## config.mk

```make
export PLATFORM = sky130hd
export DESIGN_NAME = wsc_coh
export DESIGN_NICKNAME = d
export VERILOG_FILES = /design/src/rtl/wsc_pkg.sv /design/src/rtl/wsc_coh.sv
export SDC_FILE = /design/constraint.sdc
export NUM_CORES = 1
export LEC_CHECK = 0
export BUFFER_PORTS_ARGS = -buffer_cell sky130_fd_sc_hd__buf_2
export CAP_MARGIN = 20
export CORE_MARGIN = 3
export CORE_UTILIZATION = 54
export DETAILED_ROUTE_END_ITERATION = 12
export PLACE_DENSITY_LB_ADDON = 0.08
export SYNTH_ARGS = -nofsm -noshare
export SYNTH_HDL_FRONTEND = slang
export SYNTH_SLANG_ARGS = --single-unit
```

## constraint.sdc

```tcl
create_clock -name clock -period 14.7 [get_ports clock]
set_input_delay 2.94 -clock clock [delete_from_list [all_inputs] [get_ports clock]]
set_output_delay 2.94 -clock clock [all_outputs]
set_load 0.03 [all_outputs]
```

## src/rtl/wsc_pkg.sv

```systemverilog
package wsc_pkg;

   localparam int MAX_SAMPLES_DEF = 1024;

   localparam int DATA_W   = 24;
   localparam int WEIGHT_W = 16;
   localparam int ENERGY_W = 64;
   localparam int CFG_W    = 11;
   localparam int INDEX_W  = 10;
   localparam int COH_W    = 16;
   localparam int CSR_IDX_W = 2;

   localparam logic [CSR_IDX_W-1:0] REG_SAMPLE_COUNT    = 2'd0;
   localparam logic [CSR_IDX_W-1:0] REG_WINDOW_LENGTH   = 2'd1;
   localparam logic [CSR_IDX_W-1:0] REG_MUTE_END_SAMPLE = 2'd2;

   localparam logic REQ_ACCUMULATE = 1'b0;
   localparam logic REQ_QUERY      = 1'b1;

   // Per-lane store and window-sum controls, driven by the top-level sequencer.
   typedef struct packed {
      logic we;
      logic clr;
      logic first;
      logic sum_clr;
      logic sum_en;
   } lane_ctl_type;

   function automatic logic [ENERGY_W-1:0] sat_add64(input logic [ENERGY_W-1:0] a,
                                                     input logic [ENERGY_W-1:0] b);
      logic [ENERGY_W:0] s;
      s = {1'b0, a} + {1'b0, b};
      return s[ENERGY_W] ? '1 : s[ENERGY_W-1:0];
   endfunction

   // Magnitude of a 25-bit signed value; never exceeds 2^24-1 here.
   function automatic logic [DATA_W-1:0] abs_mag(input logic signed [DATA_W:0] v);
      logic [DATA_W:0] a;
      a = v[DATA_W] ? (DATA_W+1)'(-v) : v;
      return a[DATA_W-1:0];
   endfunction

endpackage

```

## src/rtl/wsc_coh.sv

```systemverilog
// Coherence unit: 1 - sqrt(r/d) in Q0.16, by a bit-serial divide
// followed by a bit-serial integer square root.
module wsc_coh
   import wsc_pkg::*;
(
   input  logic                clock,
   input  logic                reset,
   input  logic                start,
   input  logic [ENERGY_W-1:0] resid,
   input  logic [ENERGY_W-1:0] data,
   output logic                done,
   output logic [COH_W-1:0]    result
);

   typedef enum logic [2:0] {
      CS_IDLE = 3'b001,
      CS_DIV  = 3'b010,
      CS_SQRT = 3'b100
   } coh_state_type;

   coh_state_type       state_ff, state_in;
   logic [ENERGY_W-1:0] rem_ff, rem_in;
   logic [ENERGY_W-1:0] den_ff, den_in;
   logic [32:0]         q_ff, q_in;
   logic [4:0]          cnt_ff, cnt_in;
   logic [16:0]         k_ff, k_in;
   logic                done_ff, done_in;
   logic [COH_W-1:0]    res_ff, res_in;

   logic [ENERGY_W:0]   shifted;
   logic                take;
   logic [16:0]         cand;
   logic [33:0]         cand_sq;
   logic [16:0]         k_next;

   assign shifted = {rem_ff, 1'b0};
   assign take    = shifted >= {1'b0, den_ff};
   assign cand    = k_ff | (17'd1 << cnt_ff);
   assign cand_sq = 34'(cand) * 34'(cand);
   assign k_next  = (cand_sq <= {1'b0, q_ff}) ? cand : k_ff;

   always_comb begin
      state_in = state_ff;
      rem_in   = rem_ff;
      den_in   = den_ff;
      q_in     = q_ff;
      cnt_in   = cnt_ff;
      k_in     = k_ff;
      done_in  = done_ff;
      res_in   = res_ff;
      case (state_ff)
         CS_IDLE: begin
            if (start) begin
               if (resid == '0 || data == '0 || resid > data) begin
                  res_in  = '0;
                  done_in = 1'b1;
               end else begin
                  done_in  = 1'b0;
                  den_in   = data;
                  q_in     = {32'd0, resid == data};
                  rem_in   = (resid == data) ? '0 : resid;
                  cnt_in   = 5'd31;
                  state_in = CS_DIV;
               end
            end
         end
         CS_DIV: begin
            rem_in = take ? ENERGY_W'(shifted - {1'b0, den_ff}) : shifted[ENERGY_W-1:0];
            q_in   = {q_ff[31:0], take};
            cnt_in = cnt_ff - 5'd1;
            if (cnt_ff == 5'd0) begin
               k_in     = '0;
               cnt_in   = 5'd16;
               state_in = CS_SQRT;
            end
         end
         CS_SQRT: begin
            k_in   = k_next;
            cnt_in = cnt_ff - 5'd1;
            if (cnt_ff == 5'd0) begin
               res_in   = (k_next == '0) ? '1 : COH_W'(17'h10000 - k_next);
               done_in  = 1'b1;
               state_in = CS_IDLE;
            end
         end
         default: begin
            state_in = CS_IDLE;
         end
      endcase
   end

   always_ff @(posedge clock) begin
      if (reset) begin
         state_ff <= CS_IDLE;
         done_ff  <= 1'b0;
      end else begin
         state_ff <= state_in;
         done_ff  <= done_in;
      end
      rem_ff <= rem_in;
      den_ff <= den_in;
      q_ff   <= q_in;
      cnt_ff <= cnt_in;
      k_ff   <= k_in;
      res_ff <= res_in;
   end

   assign done   = done_ff;
   assign result = res_ff;

endmodule

```

Word level (Yosys, flattened, before mapping)
Index checks and enable logic that the tools add are counted.
- input bits: 131
- output and inout bits: 17
- word-level logic and storage cells: 73
- register bits: 203
- bitwise operators: 2
- multiply operators: 1
- shift operators: 1
- $add $sub $neg: 3
- equality and inequality tests: 9
- multiplexer cells: 29
- reduce and logical (&&, ||, !) cells: 17
- order comparisons: 3
- operator list (kind ; count):
    64-bit two-way mux ; 4
    64-bit logical NOT ; 2
    64-bit case mux with 2 select lines ; 1
    33-bit two-way mux ; 2
    33-bit case mux with 2 select lines ; 1
    65-bit by 64-bit greater-or-equal comparator with 1-bit output ; 1
    64-bit == test ; 1
    64-bit > comparator ; 1
    16-bit two-way mux ; 4
    64-bit subtractor ; 1
    34-bit by 33-bit less-or-equal comparator with 1-bit output ; 1
    17-bit by 17-bit multiplier with 34-bit output ; 1
    17-bit two-way mux ; 2
    17-bit case mux with 2 select lines ; 1
    16-bit case mux with 2 select lines ; 1
    17-bit logical NOT ; 1
    17-bit bitwise OR ; 1
    1-bit by 5-bit << shifter with 17-bit output (first input constant) ; 1
    1-bit by 16-bit subtractor with 16-bit output (first input constant) ; 1
    5-bit two-way mux ; 3
    5-bit case mux with 3 select lines ; 1
    3-bit two-way mux ; 4
    3-bit AND reduction ; 4
    2-bit inequality test (second input constant) ; 5
    other kinds (14) ; 20

Longest topological paths before layout
Gate-level depths: netlist of the first run.
- depth in word-level cells: 9
- mapped depth: 52
- mapped depth without buffers: 48

Worst setup path before layout of the first run
OpenSTA, ideal clock, no wires.
- path type: register -> register
- from: register cnt_ff[4]
- to: register res_ff[14], in the netlist result[14], data pin
- period minus slack after synthesis: 11.455 ns
- required time: 14.553 ns
- setup slack: 3.245 ns
- buffers on the path: 5
- setup time: 0.147 ns
- arrival time: 11.308 ns
- cell stages (with the launch flop): 47
- cell sequence: edfxtp_1 -> buf_4 -> nor3b_1 -> and2_1 -> nor2_1 -> inv_1 -> clkbuf_1 -> nand2_1 -> fa_1 -> inv_1 -> fa_1 -> fa_1 -> fa_1 -> fa_1 -> inv_1 -> fa_1 -> inv_1 -> ha_1 -> [11 not listed] -> xnor2_1 -> ha_1 -> a2111oi_0 -> o2111ai_1 -> a2111oi_0 -> a211oi_1 -> a31oi_4 -> clkbuf_1 -> buf_1 -> a21oi_1 -> ha_1 -> nand2_1 -> or2_2 -> or4_1 -> a2111oi_1 -> nand2_1 -> clkbuf_1 -> a21oi_1
- word-level cells in the longest chain between the ends: 9
- elaborated cells on any way between the ends: 10
- classes of those cells: 1 x add/sub; 1 x mul; 1 x order compare; 1 x shift; 4 x mux; 1 x bitwise; 1 x reduce/logical
- RTL lines (what ; RTL line ; text):
    start, declared ; wsc_coh.sv:25 ; logic [4:0] cnt_ff, cnt_in;
    start signal, assigned ; wsc_coh.sv:103 ; cnt_ff <= cnt_in;
    1-bit by 5-bit << shifter with 17-bit output * ; wsc_coh.sv:38 ; assign cand = k_ff | (17'd1 << cnt_ff);
    17-bit bitwise OR * ; wsc_coh.sv:38 ;
    17-bit by 17-bit multiplier with 34-bit output ; wsc_coh.sv:39 ; assign cand_sq = 34'(cand) * 34'(cand);
    34-bit by 33-bit less-or-equal comparator with 1-bit output ; wsc_coh.sv:40 ; assign k_next = (cand_sq <= {1'b0, q_ff}) ? cand : k_ff;
    17-bit two-way mux * ; wsc_coh.sv:40 ;
    1-bit by 16-bit subtractor with 16-bit output or 17-bit logical NOT (tied branches) ; wsc_coh.sv:81 ; res_in = (k_next == '0) ? '1 : COH_W'(17'h10000 - k_next);
    16-bit two-way mux * ; wsc_coh.sv:81 ;
    16-bit two-way mux * ; wsc_coh.sv:80 ; if (cnt_ff == 5'd0) begin
    16-bit case mux with 2 select lines * ; wsc_coh.sv:51 ; case (state_ff)
    end signal, assigned ; wsc_coh.sv:105 ; res_ff <= res_in;
    end, declared ; wsc_coh.sv:28 ; logic [COH_W-1:0] res_ff, res_in;
Every way passes the cells marked *; elsewhere a longest branch is shown, timed or not. The select of a mux whose other input is x is not followed.
A chain may end at the register's enable or synchronous reset.

Worst setup path in the final report of the first run
- from: register cnt_ff[4]
- to: register res_ff[3], in the netlist result[3], data pin
The elaborated chain is that of the path after synthesis.

==> summary by stage, run 1 <==
Synth
Among all flip-flop cells after synthesis, the most frequent one is sky130_fd_sc_hd__edfxtp_1. The number of synthesized flops with an enable pin is 199. The net count after synthesis is 3191.

The count of different cell masters after synthesis is 74. The number of synthesized register bits is 203. By area, the combinational part of the netlist is dominated by adder cells. Of the post-synthesis cell area, the dominant cell type holds 0.256. The area share of fa/ha/maj cells after synthesis is 0.310.

For this run, asynchronously set or reset flops after synthesis account for 0. In the synthesized netlist, the cells that appear most often are sky130_fd_sc_hd__inv_1, sky130_fd_sc_hd__ha_1, sky130_fd_sc_hd__nand2_1. The synthesis warning total is 0. The portion of the post-synthesis area used by sequential elements is 0.259. The mean area per synthesized cell is 9.00 um2. The area fraction in compound gates after synthesis is 0.147.

The xor and xnor fraction of the mapped netlist area is 0.0394. The netlist area before placement is 23400 um2. Measured against the total synthesized area, the mux share comes to 0.0171. The simple logic cell fraction of the synthesized area is 0.139.

The most repeated cell in the gate-level netlist after synthesis is sky130_fd_sc_hd__inv_1. The cell count after synthesis came out at 2596. The most area-hungry cell type in the Yosys netlist is sky130_fd_sc_hd__edfxtp_1. Sorting the synthesized cells by area gives the leading types as sky130_fd_sc_hd__edfxtp_1, sky130_fd_sc_hd__fa_1, sky130_fd_sc_hd__ha_1, sky130_fd_sc_hd__inv_1, sky130_fd_sc_hd__nand2_1.

Min path
In this run the most critical hold path is launched from done$_SDFFE_PP0P_. The worst hold path belongs to the class reg -> reg.

Critical path
The critical path contains buffers and inverters numbering 4 combined. The peak fanout along the critical path is 35. The worst setup path is of the reg -> reg kind.

The worst setup path is launched from a flip-flop. At the worst endpoint, the arrival time is 13430 ps. The cell type with the highest occurrence count on the critical path is sky130_fd_sc_hd__fa_1. The launch point of the worst path is cnt_ff[4]$_DFFE_PP_. The critical path data required time is 15070 ps. The cell family with the largest share of critical-path delay is compound AO/OA/AOI/OAI gates. The delay of the slowest cell on the worst path is 910 ps. The startpoint of the worst register-to-register path is cnt_ff[4]$_DFFE_PP_. For this design, the slowest cell found on the critical path is sky130_fd_sc_hd__nor3b_1. The kind of end point of the critical path is a flip-flop.

Floorplanning
The die footprint is 45800 um2. The area of the core is 42300 um2. In this run the count of I/O pins placed on the die edge is 148.

The number of placement rows is 75. The width of the die is 214 um. The die is 214 um tall. For this configuration, the core starts out at a cell density of 0.552.

Power
The switching power of the nets is 554 uW. The part of the power in registers is 0.393. In this run the power density over the cells is 69.7 nW/um2. The proportion of total power due to net switching is 0.312. The design draws 1.78 mW. The share of total power dissipated in the clock network is 0.348. Of the total power, combinational logic draws 0.259. Cell internal power was estimated by the tool at 1.22 mW. For this design the static power due to leakage is 12.1 nW.

The highest ir drop seen on vdd is 0.0850 mV.

Detailed routing
Using the TritonRoute via totals, the vias-per-cell ratio works out to 5.81. The total wire length after detailed routing is 66.8 mm. The first-pass iteration count of the detailed router is 7.

In the final routed layout, each cell accounts on average for 20.2 um. The final route contains 19200 vias. In the routed design, unresolved DRC markers number 0. The remaining antenna violation count after routing is 0.

The number of violations reported at the end of detailed-routing iteration 0 is 1359.

Cells and area
The layout overhead on the synthesized area is 9.03%. The net total in the final layout is 3304. After routing the design area is 25500 um2. The final standard cell count with taps included and fillers excluded is 3304.

Of the cells placed in the final design, the portion with a size suffix greater than 1 is 0.0858. The number of diodes added for antenna fixing is 0.

Timing
The transition time at the pin with the least slew margin is 1060 ps. For this run, the top clock speed supported by timing is 0.0766 GHz. After routing, the total negative slack on setup checks comes to 0 ps.

The max-slew violation total from the final report is 0. Dividing the final minimum period by the clock period gives 0.888. Final hold analysis gives a worst-case slack of 505 ps. Setup repair after global routing left no endpoint under its margin. The number of hold violations in the final report is 0. For the finished layout, the period the worst path requires is 13060 ps.

The setup skew after layout is 9.19 ps. The worst pin sits at a relative slew slack of 0.292. Setup violations remaining at the end of the flow were counted as 0.

Clocking
Buffers inserted to repair hold after CTS numbered 0. The TritonCTS clock tree is built. The maximum level of the CTS H-tree is 1. The total setup buffers inserted after CTS is 0. Clock tree synthesis found a total of 203 sinks. The worst-skew pair later-pin latency is 540 ps. After clock tree synthesis, the clock-pin slew on the worst setup and hold paths is 60 ps. TritonCTS created 24 clock buffers. The clock passes through at most 3 buffers. Clock tree synthesis selected as its root buffer the cell sky130_fd_sc_hd__clkbuf_16. The post-cts repair resize count is 0.

Global routing
The number of antenna violations at the first check in global routing came to 0. The wire length of the first global-routing pass is 106 mm. Entering global routing, the biggest net connects 74 pins. Summed over all layers, the global routing overflow is 0. The via count of the first global-routing pass was 19900. For this run, the total global-route usage over all layers was measured as 0.290.

Placement
The placed instances occupy a cell area of 24700 um2. The weighted congestion reported at the end of routability-driven placement is 0.961. The quantity of I/O buffers inserted on ports is 147. The number of placed instances, taps included is 3258. Once detailed placement completed, the half-perimeter wirelength came to 54.7 mm.

Status
The run finished with clean final reports.

Flow run
Across the run, the number of max-cap violations was 0.
==> layout make-up <==
| class | count | area (um2) |
|---|---|---|
| sequential | 203 | 6060 |
| tap | 577 | 722 |
| fill | 3742 | 16800 |
| multi-input combinational | 1855 | 15300 |
| inverter | 459 | 1720 |
| clock buffer | 29 | 641 |
| clock inverter | 15 | 168 |
| timing repair buffer | 166 | 880 |
==> power groups by stage <==
stage	Sequential, mW	Combinational, mW	Clock, mW
after floorplan	0.712	0.311	0
after global placement	0.709	0.445	0
after detailed placement	0.710	0.451	0
after CTS	0.698	0.454	0.631
after global routing	0.702	0.505	0.654
final	0.698	0.460	0.619
==> layer usage <==
metal  wire (um)  part of all wire  vias up  track usage
met5           0                 0        -            0
met2       31900              0.48      671        0.491
met3        4050             0.061      177       0.0394
met4        2950             0.044        0        0.121
met1       27900              0.42     9274        0.377
li1            -                 -     9064            -
==> per-stage QoR <==
| stage | setup slack, ps | utilization |
|---|---|---|
| finish | 1640 | 0.602 |
| global placement | 2070 | 0.583 |
| CTS | 1710 | 0.602 |
| floorplan | 3250 | - |
| detailed placement | 1760 | 0.583 |
| global route | 684 | 0.602 |
==> path summary, 6_finish.rpt <==
path | end | slack, ps | cells after the start
max reg2reg | result[3]$_SDFFCE_PN0P_ | 1640 | 40
min reg2reg | done$_SDFFE_PP0P_ | 510 | 2
min | done$_SDFFE_PP0P_ | 510 | 2
max | result[3]$_SDFFCE_PN0P_ | 1640 | 40
==> worst min-delay path: cells and delay by family (launching register included) <==
| kind | cells | cell delay, ps |
|---|---|---|
| flip-flops | 1 | 310 |
| AND/OR/NAND/NOR | 2 | 150 |
==> logic make-up (layout without fill, tap and decap cells) <==
logic type,count (synthesis),count (layout)
AND/OR/NAND/NOR,704,704
AO/OA/AOI/OAI,544,544
buffers and inverters,538,669
adder cells (fa/ha/maj),464,464
multiplexers,40,40
XOR/XNOR,103,103
flip-flops,203,203
==> placed cells by master (no fill, tap or decap), types with 6 or more instances in the layout <==
cell / n
sky130_fd_sc_hd__or2_2: 9
sky130_fd_sc_hd__nand2b_1: 19
sky130_fd_sc_hd__nor4_1: 38
sky130_fd_sc_hd__a21oi_1: 163
sky130_fd_sc_hd__a22oi_1: 8
sky130_fd_sc_hd__o21ai_0: 139
sky130_fd_sc_hd__o211ai_1: 9
sky130_fd_sc_hd__edfxtp_1: 199
sky130_fd_sc_hd__a2111oi_0: 8
sky130_fd_sc_hd__inv_1: 451
sky130_fd_sc_hd__o21bai_1: 17
sky130_fd_sc_hd__a31o_2: 6
sky130_fd_sc_hd__nand3_1: 39
sky130_fd_sc_hd__and3_1: 17
sky130_fd_sc_hd__nor2b_1: 25
sky130_fd_sc_hd__a21o_1: 73
sky130_fd_sc_hd__xnor2_1: 75
sky130_fd_sc_hd__a211oi_1: 17
sky130_fd_sc_hd__nor3_1: 33
sky130_fd_sc_hd__o21a_1: 20
sky130_fd_sc_hd__ha_1: 271
sky130_fd_sc_hd__a31oi_1: 20
sky130_fd_sc_hd__buf_4: 17
sky130_fd_sc_hd__mux2i_1: 40
sky130_fd_sc_hd__buf_2: 147
sky130_fd_sc_hd__nand4_1: 44
sky130_fd_sc_hd__xor2_1: 27
sky130_fd_sc_hd__nand2_1: 220
sky130_fd_sc_hd__fa_1: 193
sky130_fd_sc_hd__clkbuf_16: 25
sky130_fd_sc_hd__or3_1: 16
sky130_fd_sc_hd__clkinv_1: 10
sky130_fd_sc_hd__nor2_1: 218
sky130_fd_sc_hd__and2_1: 7
==> sequential cells by signal (all words and copies together) (netlist names) <==
register	cells
result	16
den_ff	64
rem_ff	64
cnt_ff	5
done	1
q_ff	33
k_ff	17
state_ff	3
Note: power is estimated with default switching activity, not from simulation.
==> run 2, diff against run 1 <==
Clock period 14.7 ns to 12.2 ns, I/O delays scaled along.
==> run 2 against run 1 <==
Net effect: register-to-register slack lost 990 ps; worst setup slack got worse by 990 ps; sequential share of layout area down 0.20 points; power increased by 17%; die area unchanged; flip-flop and latch count unchanged; worst hold slack gained 13 ps; global-route usage is 0.11 points lower; combinational power up 21%.
==> summary by stage, run 2 (synthesized netlist as in run 1, its figures left out) <==
Status
The run finished with clean final reports.

Timing
The setup skew after layout is 12.3 ps (+3.12 ps). The number of hold violations in the final report is 0 (unchanged). The period utilization is 0.946 (+0.0580). The worst-case setup margin in the final layout is 655 ps (-987 ps).

The peak clock frequency supported by timing is 0.0866 GHz (+13%). The worst slew slack as a fraction of its limit is 0.325 (+0.0327). The max-slew violation total from the final report was 0 (unchanged). The total setup violations reported at the end of the flow is 0 (unchanged). The transition time at the pin with the least slew margin is 987 ps (-72.3 ps). The final critical path time including I/O delays and setup came to 11540 ps (-1510 ps). Setup repair after global routing left no endpoint under its margin.

Global routing
The via count of the first global-routing pass is 19700 (-0.80%). The number of antenna violations at the first check in global routing came to 1 (+1). The total grt overflow was 0 (unchanged). The maximum number of pins on one net before global-route repair is 73 (-1.4%). The total global-route track usage is 0.289 (-0.00106). The wire length of the first global-routing pass is 106 mm (+0.30%).

Floorplanning
The die footprint is 45800 um2 (unchanged). The number of top-level pins is 148 (unchanged). The area of the core is 42300 um2 (unchanged). The initial core utilization came to 0.552 (unchanged). The width of the die came to 214 um (unchanged). The number of placement rows is 75 (unchanged). The height of the die came to 214 um (unchanged).

Min path
The min-delay analysis places its worst path in the category reg -> reg. The worst hold path depth is 2 (unchanged). The hold path startpoint is done$_SDFFE_PP0P_. For hold timing, the worst endpoint is done$_SDFFE_PP0P_.

Clocking
The maximum level of the CTS H-tree is 1 (unchanged). The cell sitting at the root of the clock tree is a sky130_fd_sc_hd__clkbuf_16. The clock buffer count from CTS is 25 (+4.2%). The worst-skew pair later-pin latency is 530 ps (about the same).

The clock-pin slew of the registers on the worst-case setup and hold paths came to 60 ps (about the same). The clock net sink count is 203 (unchanged). The TritonCTS clock tree is built. The largest buffer count on any clock path is 3 (unchanged).

Cells and area
The number of diodes added for antenna fixing is 0 (unchanged). The end-of-flow core utilization was 0.607 (+0.00511). The largest registers in the layout are den_ff x64, rem_ff x64, q_ff x33.

The share of final-layout standard cells stronger than drive strength 1 is 0.101 (+0.0153). The most common library cell in the layout ignoring fill and taps is sky130_fd_sc_hd__inv_1. The net total in the final layout came to 3332 (+0.85%). Compared with the post-synthesis result, the final layout area differs by 9.95%. In the layout the commonest cells are sky130_fd_sc_hd__inv_1, sky130_fd_sc_hd__ha_1, sky130_fd_sc_hd__nand2_1, sky130_fd_sc_hd__nor2_1, sky130_fd_sc_hd__edfxtp_1.

Power
The power density normalized to cell area is 80.8 nW/um2 (+16%). The highest ir drop seen on vdd is 0.117 mV (+38%). The static leakage is 12.2 nW (+0.75%).

Critical path
The total buffers and inverters traversed by the critical path is 5 (+1). The cell type with the highest occurrence count on the critical path is sky130_fd_sc_hd__fa_1. The worst reg-to-reg path cell count is 41 (+2.5%). STA classifies the critical path startpoint as a flip-flop. The startpoint of the worst register-to-register path is cnt_ff[2]$_DFFE_PP_.

Grouping stages by cell kind, the critical path spends the most delay in compound AO/OA/AOI/OAI gates. The arrival time at the worst endpoint came to 11910 ps (-1520 ps). The critical path is of the reg -> reg type. The worst setup path is captured at a flip-flop. The delay of the slowest cell on the worst path is 550 ps (-360 ps).

The critical path data required time is 12570 ps (-2500 ps). The peak fanout along the critical path is 14 (-60%). The worst register-to-register path ends at result[9]$_SDFFCE_PN0P_. The register-to-register setup slack is 660 ps (-990 ps). The slowest stage of the critical path is the sky130_fd_sc_hd__edfxtp_1 cell.

Placement
The quantity of I/O buffers inserted on ports is 147 (unchanged). The weighted congestion reported at the end of routability-driven placement is 0.970 (+0.89%). The placed wire-length estimate after detailed placement is 54.1 mm (-0.92%). The worst slack after detailed placement is -178 ps (-1940 ps).

Detailed routing
The remaining antenna violation count after routing is 0 (unchanged). The total wire length after detailed routing is 66.7 mm (-0.15%). The DRC violations left is 0 (unchanged). The first-pass iteration count of the detailed router is 5 (-2). The detailed-route vias per instance came to 5.82 (+0.15%). The average wire per cell in the routed design is 20.1 um (-0.84%). The total number of vias is 19300 (+0.84%).

The number of violations reported at the end of detailed-routing iteration 0 is 1498 (+10%).

Flow run
The reported max-cap violation count is 0 (unchanged).
[run 2: area by class of cell]
cell class | count | area (um2)
repair buffers | 193 | 1080
fillers | 3826 | 16600
well taps | 577 | 722
clock inverters | 14 | 100
multi-input cells | 1855 | 15400
flip-flops and latches | 203 | 6060
clock buffers | 26 | 629
inverters | 459 | 1740
[run 2: layer usage]
| metal | vias up | GRT usage | share of wire |
|---|---|---|---|
| met4 | 2 | 0.101 | 0.038 |
| li1 | 9105 | - | - |
| met1 | 9438 | 0.382 | 0.42 |
| met3 | 131 | 0.0336 | 0.058 |
| met5 | - | 0 | 0.00019 |
| met2 | 672 | 0.495 | 0.48 |
[run 2: worst max-delay path by stage]
| stage | start | depth (start not counted) | slack, ps | endpoint |
|---|---|---|---|---|
| 2_1_floorplan | cnt_ff[4]$_DFFE_PP_ | 46 | 750 | result[14]$_SDFFCE_PN0P_ |
| 3_3_place_gp | cnt_ff[4]$_DFFE_PP_ | 42 | 120 | result[0]$_SDFFCE_PN0P_ |
| 3_5_place_dp | cnt_ff[4]$_DFFE_PP_ | 42 | -180 | result[0]$_SDFFCE_PN0P_ |
| 4_1_cts | cnt_ff[0]$_DFFE_PP_ | 43 | 90 | result[9]$_SDFFCE_PN0P_ |
| 5_1_grt | cnt_ff[3]$_DFFE_PP_ | 46 | 70 | result[10]$_SDFFCE_PN0P_ |
| 6_report | cnt_ff[2]$_DFFE_PP_ | 41 | 660 | result[9]$_SDFFCE_PN0P_ |
[run 2: stage by stage]
step                hold WS, ps  total power [mW]  cell area (um2)  instances  setup TNS [ps]
floorplan                   535              1.23            23400       2596               0
global placement            485              1.39            24800       3273               0
detailed placement          515              1.40            24800       3273           -2040
CTS                         528              2.09            25500       3313               0
global route                544              2.18            25700       3327               0
finish                      518              2.08            25700       3327               0
[run 2: report_power, final]
| part | internal (mW) | switching [mW] |
|---|---|---|
| registers | 0.823 | 0.0181 |
| clock network | 0.391 | 0.289 |
| logic | 0.210 | 0.345 |
| total | 1.43 | 0.652 |
[run 2: worst register-to-register path: cells and delay by family (launching register included)]
family          cells  cell delay, ps
simple gates        7            1790
buf+inv             5             770
flops               1             550
xor+xnor            1              80
fa+ha+maj           9            3990
compound gates     19            4210
[run 2: timing repair]
| item | CTS | global route |
|---|---|---|
| setup endpoints to repair | 15 | 16 |
| hold endpoints to repair | 0 | 0 |
| gates cloned | 0 | 0 |
| buffers inserted | 0 | 14 |
| gates resized for setup | 3 | 23 |
| hold buffers | 0 | 0 |
| pin swaps | 0 | 2 |
==> run 3, diff against run 2 <==
Clock period 12.2 ns to 13.7 ns, I/O delays scaled along.
==> run 3 against run 2 <==
Net effect: core utilization is 0.25 points lower; register-to-register slack improved by 470 ps; clock skew grew 11 ps; first-iteration DRC count down 1.1%; final cell count shrank 0.36%; critical path type unchanged; non-clock buffer count decreased by 20; worst setup slack better by 470 ps; largest power group unchanged; clock power increased by 0.9%; count of clock-buffer cells in the layout increased by 5; critical path depth shrank 1; routed wire length is 1.7% higher; flip-flop and latch count unchanged.
==> summary by stage, run 3 (synthesized netlist as in run 1, its figures left out) <==
Flow run
The reported max-cap violation count is 0 (unchanged).

Timing
The setup TNS is 0 ps (unchanged). Setup repair after global routing left no endpoint under its margin. The number of hold violations in the final report is 0 (unchanged). The transition time at the pin with the least slew margin is 990 ps (+3.24 ps). The worst hold slack came to 498 ps (-19.4 ps). The peak clock frequency supported by timing was 0.0795 GHz (-8.2%). The worst-case setup margin in the final layout is 1120 ps (+468 ps).

The final critical path time including I/O delays and setup was 12580 ps (+1030 ps). The period utilization is 0.918 (-0.0283). The max-slew violation total from the final report came to 0 (unchanged). The setup skew after layout is 22.8 ps (+10.5 ps). The worst slew slack as a fraction of its limit came to 0.340 (+0.0149).

The total setup violations reported at the end of the flow came to 0 (unchanged).

Power
The switching power of the nets is 615 uW (-5.6%). The static leakage is 12.2 nW (-0.41%). The power density normalized to cell area is 75.5 nW/um2 (-6.6%). The clock share of power is 0.355 (+0.027). The proportion of total power due to net switching is 0.318 (+0.00457).

The internal power summed over all cells is 1.32 mW (-7.6%). The total power consumption of the routed design is 1.93 mW (-7.0%). The fraction of power consumed by combinational cells is 0.257 (-0.010). The highest ir drop seen on vdd was 0.0956 mV (-18%). The part of the power in registers was 0.388 (-0.017).

Global routing
The number of antenna violations at the first check in global routing is 0 (-1). The total grt overflow is 0 (unchanged). The via count of the first global-routing pass is 19700 (-0.11%). The maximum number of pins on one net before global-route repair is 68 (-6.8%). The total global-route track usage is 0.289 (about the same). The wire length of the first global-routing pass is 105 mm (-0.70%).

Critical path
The peak fanout along the critical path is 14 (unchanged). The slowest stage of the critical path is the sky130_fd_sc_hd__a211oi_2 cell. The critical path data required time is 14100 ps (+1530 ps).

The kind of end point of the critical path is a flip-flop. The delay of the slowest cell on the worst path is 650 ps (+100 ps). By startpoint and endpoint, the worst setup path is classified as reg -> reg. The arrival time at the worst endpoint is 12970 ps (+1060 ps). In this design, the critical path's most frequently occurring cell is sky130_fd_sc_hd__fa_1. The startpoint class of the critical path is a flip-flop.

Detailed routing
The detailed-route vias per instance is 5.88 (+1.0%). The number of violations reported at the end of detailed-routing iteration 0 came to 1481 (-1.1%). The first-pass iteration count of the detailed router is 6 (+1).

The remaining antenna violation count after routing was 0 (unchanged). The DRC violations left is 0 (unchanged). The total number of vias is 19500 (+0.66%). The total wire length after detailed routing is 67.9 mm (+1.7%). The average wire per cell in the routed design was 20.5 um (+2.0%).

Cells and area
The share of final-layout standard cells stronger than drive strength 1 is 0.0902 (-0.0108). The largest registers in the layout are den_ff x64, rem_ff x64, q_ff x33. The final standard cell count with taps included and fillers excluded came to 3315 (-0.36%). Leaving out fill and tap cells, the most frequent cells in the layout are sky130_fd_sc_hd__inv_1, sky130_fd_sc_hd__ha_1, sky130_fd_sc_hd__nand2_1, sky130_fd_sc_hd__nor2_1, sky130_fd_sc_hd__edfxtp_1. The layout overhead on the synthesized area is 9.50%. The design area is 25600 um2 (-0.41%).

The count of fill cells added during filler insertion is 3828 (+0.052%). The end-of-flow core utilization is 0.605 (-0.00248). The net total in the final layout is 3313 (-0.57%). Leaving out fill and tap cells, the most frequent cell in the layout is sky130_fd_sc_hd__inv_1.

Floorplanning
The number of placement rows is 75 (unchanged). The die footprint came to 45800 um2 (unchanged). The width of the die is 214 um (unchanged). The area of the core is 42300 um2 (unchanged).

The number of top-level pins came to 148 (unchanged). The initial core utilization is 0.552 (unchanged). The height of the die is 214 um (unchanged).

Clocking
The root buffer cell chosen for the clock tree is sky130_fd_sc_hd__clkbuf_16. The clock net sink count is 203 (unchanged). The largest buffer count on any clock path came to 3 (unchanged). The count of hold buffers inserted by post-cts repair is 0 (unchanged). The maximum level of the CTS H-tree is 1 (unchanged).

The TritonCTS clock tree is built. The clock-pin slew of the registers on the worst-case setup and hold paths is 60 ps (about the same). The worst-skew pair later-pin latency is 580 ps (+50 ps). The clock buffer count from CTS is 25 (unchanged).

Placement
The worst slack after detailed placement is 700 ps (+878 ps). The number of placed instances, taps included is 3263 (-0.31%). The cell area after placement is 24700 um2 (-0.30%). The placed wire-length estimate after detailed placement came to 54.0 mm (-0.27%).

The quantity of I/O buffers inserted on ports came to 147 (unchanged). The weighted congestion reported at the end of routability-driven placement is 0.961 (-0.90%).

Min path
The class of the tightest hold or removal check is reg -> reg.

Status
The flow ran to the end, and the final reports show no timing, DRC or antenna violations.
-- run 3: cell types whose count changed in the layout (fill, tap and decap cells not counted), moves of 2 or more --
cell / change
sky130_fd_sc_hd__nor3b_4: -2
sky130_fd_sc_hd__ha_1: +2
sky130_fd_sc_hd__ha_2: -2
sky130_fd_sc_hd__buf_4: -22
sky130_fd_sc_hd__bufinv_16: +2
sky130_fd_sc_hd__a21o_1: +2
sky130_fd_sc_hd__inv_2: -3
sky130_fd_sc_hd__clkbuf_1: +6
sky130_fd_sc_hd__nor3b_2: +2
sky130_fd_sc_hd__inv_1: +2
-- run 3: worst paths after layout --
path / from / to / slack (ps) / cells past startpoint
max: cnt_ff[4]$_DFFE_PP_ / result[5]$_SDFFCE_PN0P_ / 1120 / 40
min: done$_SDFFE_PP0P_ / done$_SDFFE_PP0P_ / 500 / 2
min reg2reg: done$_SDFFE_PP0P_ / done$_SDFFE_PP0P_ / 500 / 2
max reg2reg: cnt_ff[4]$_DFFE_PP_ / result[5]$_SDFFCE_PN0P_ / 1120 / 40
-- run 3: final cells by class --
cell class	instances	area (um2)	area share
clock inverter	15	184	0.00719
inverter	459	1720	0.0673
antenna	1	2.50	0.0000978
sequential	203	6060	0.237
timing repair buffer	173	932	0.0364
clock buffer	31	648	0.0253
tap	577	722	0.0282
multi-input combinational	1856	15300	0.599
-- run 3: power groups by stage --
| stage | registers (mW) | logic [mW] | clock network, mW |
|---|---|---|---|
| 6_report | 0.749 | 0.497 | 0.686 |
| 3_3_place_gp | 0.760 | 0.478 | 0 |
| 3_5_place_dp | 0.761 | 0.485 | 0 |
| 5_1_grt | 0.753 | 0.545 | 0.719 |
| 2_1_floorplan | 0.764 | 0.334 | 0 |
| 4_1_cts | 0.749 | 0.489 | 0.697 |
-- run 3: worst max-delay path, delay by kind of cell, from the launching register on --
family,cells,cell delay (ps)
and+or+nand+nor,9,3000
DFF,1,520
buffers and inverters,5,810
xor gates and xnor gates,1,80
AOI/OAI and AO/OA,16,4270
adders and majority gates,9,3700
-- run 3: routing by layer --
metal  vias to the layer above  track usage  wire (um)
met5                         -            0          0
met1                      9463        0.375      27800
met2                       752        0.496      32500
met4                         0        0.112       3220
li1                       9092            -          -
met3                       169       0.0364       4350
-- run 3: what timing repair did --
action	in CTS	in global routing
endpoints found under the setup margin	0	16
buffers inserted	0	2
resized for setup	0	4
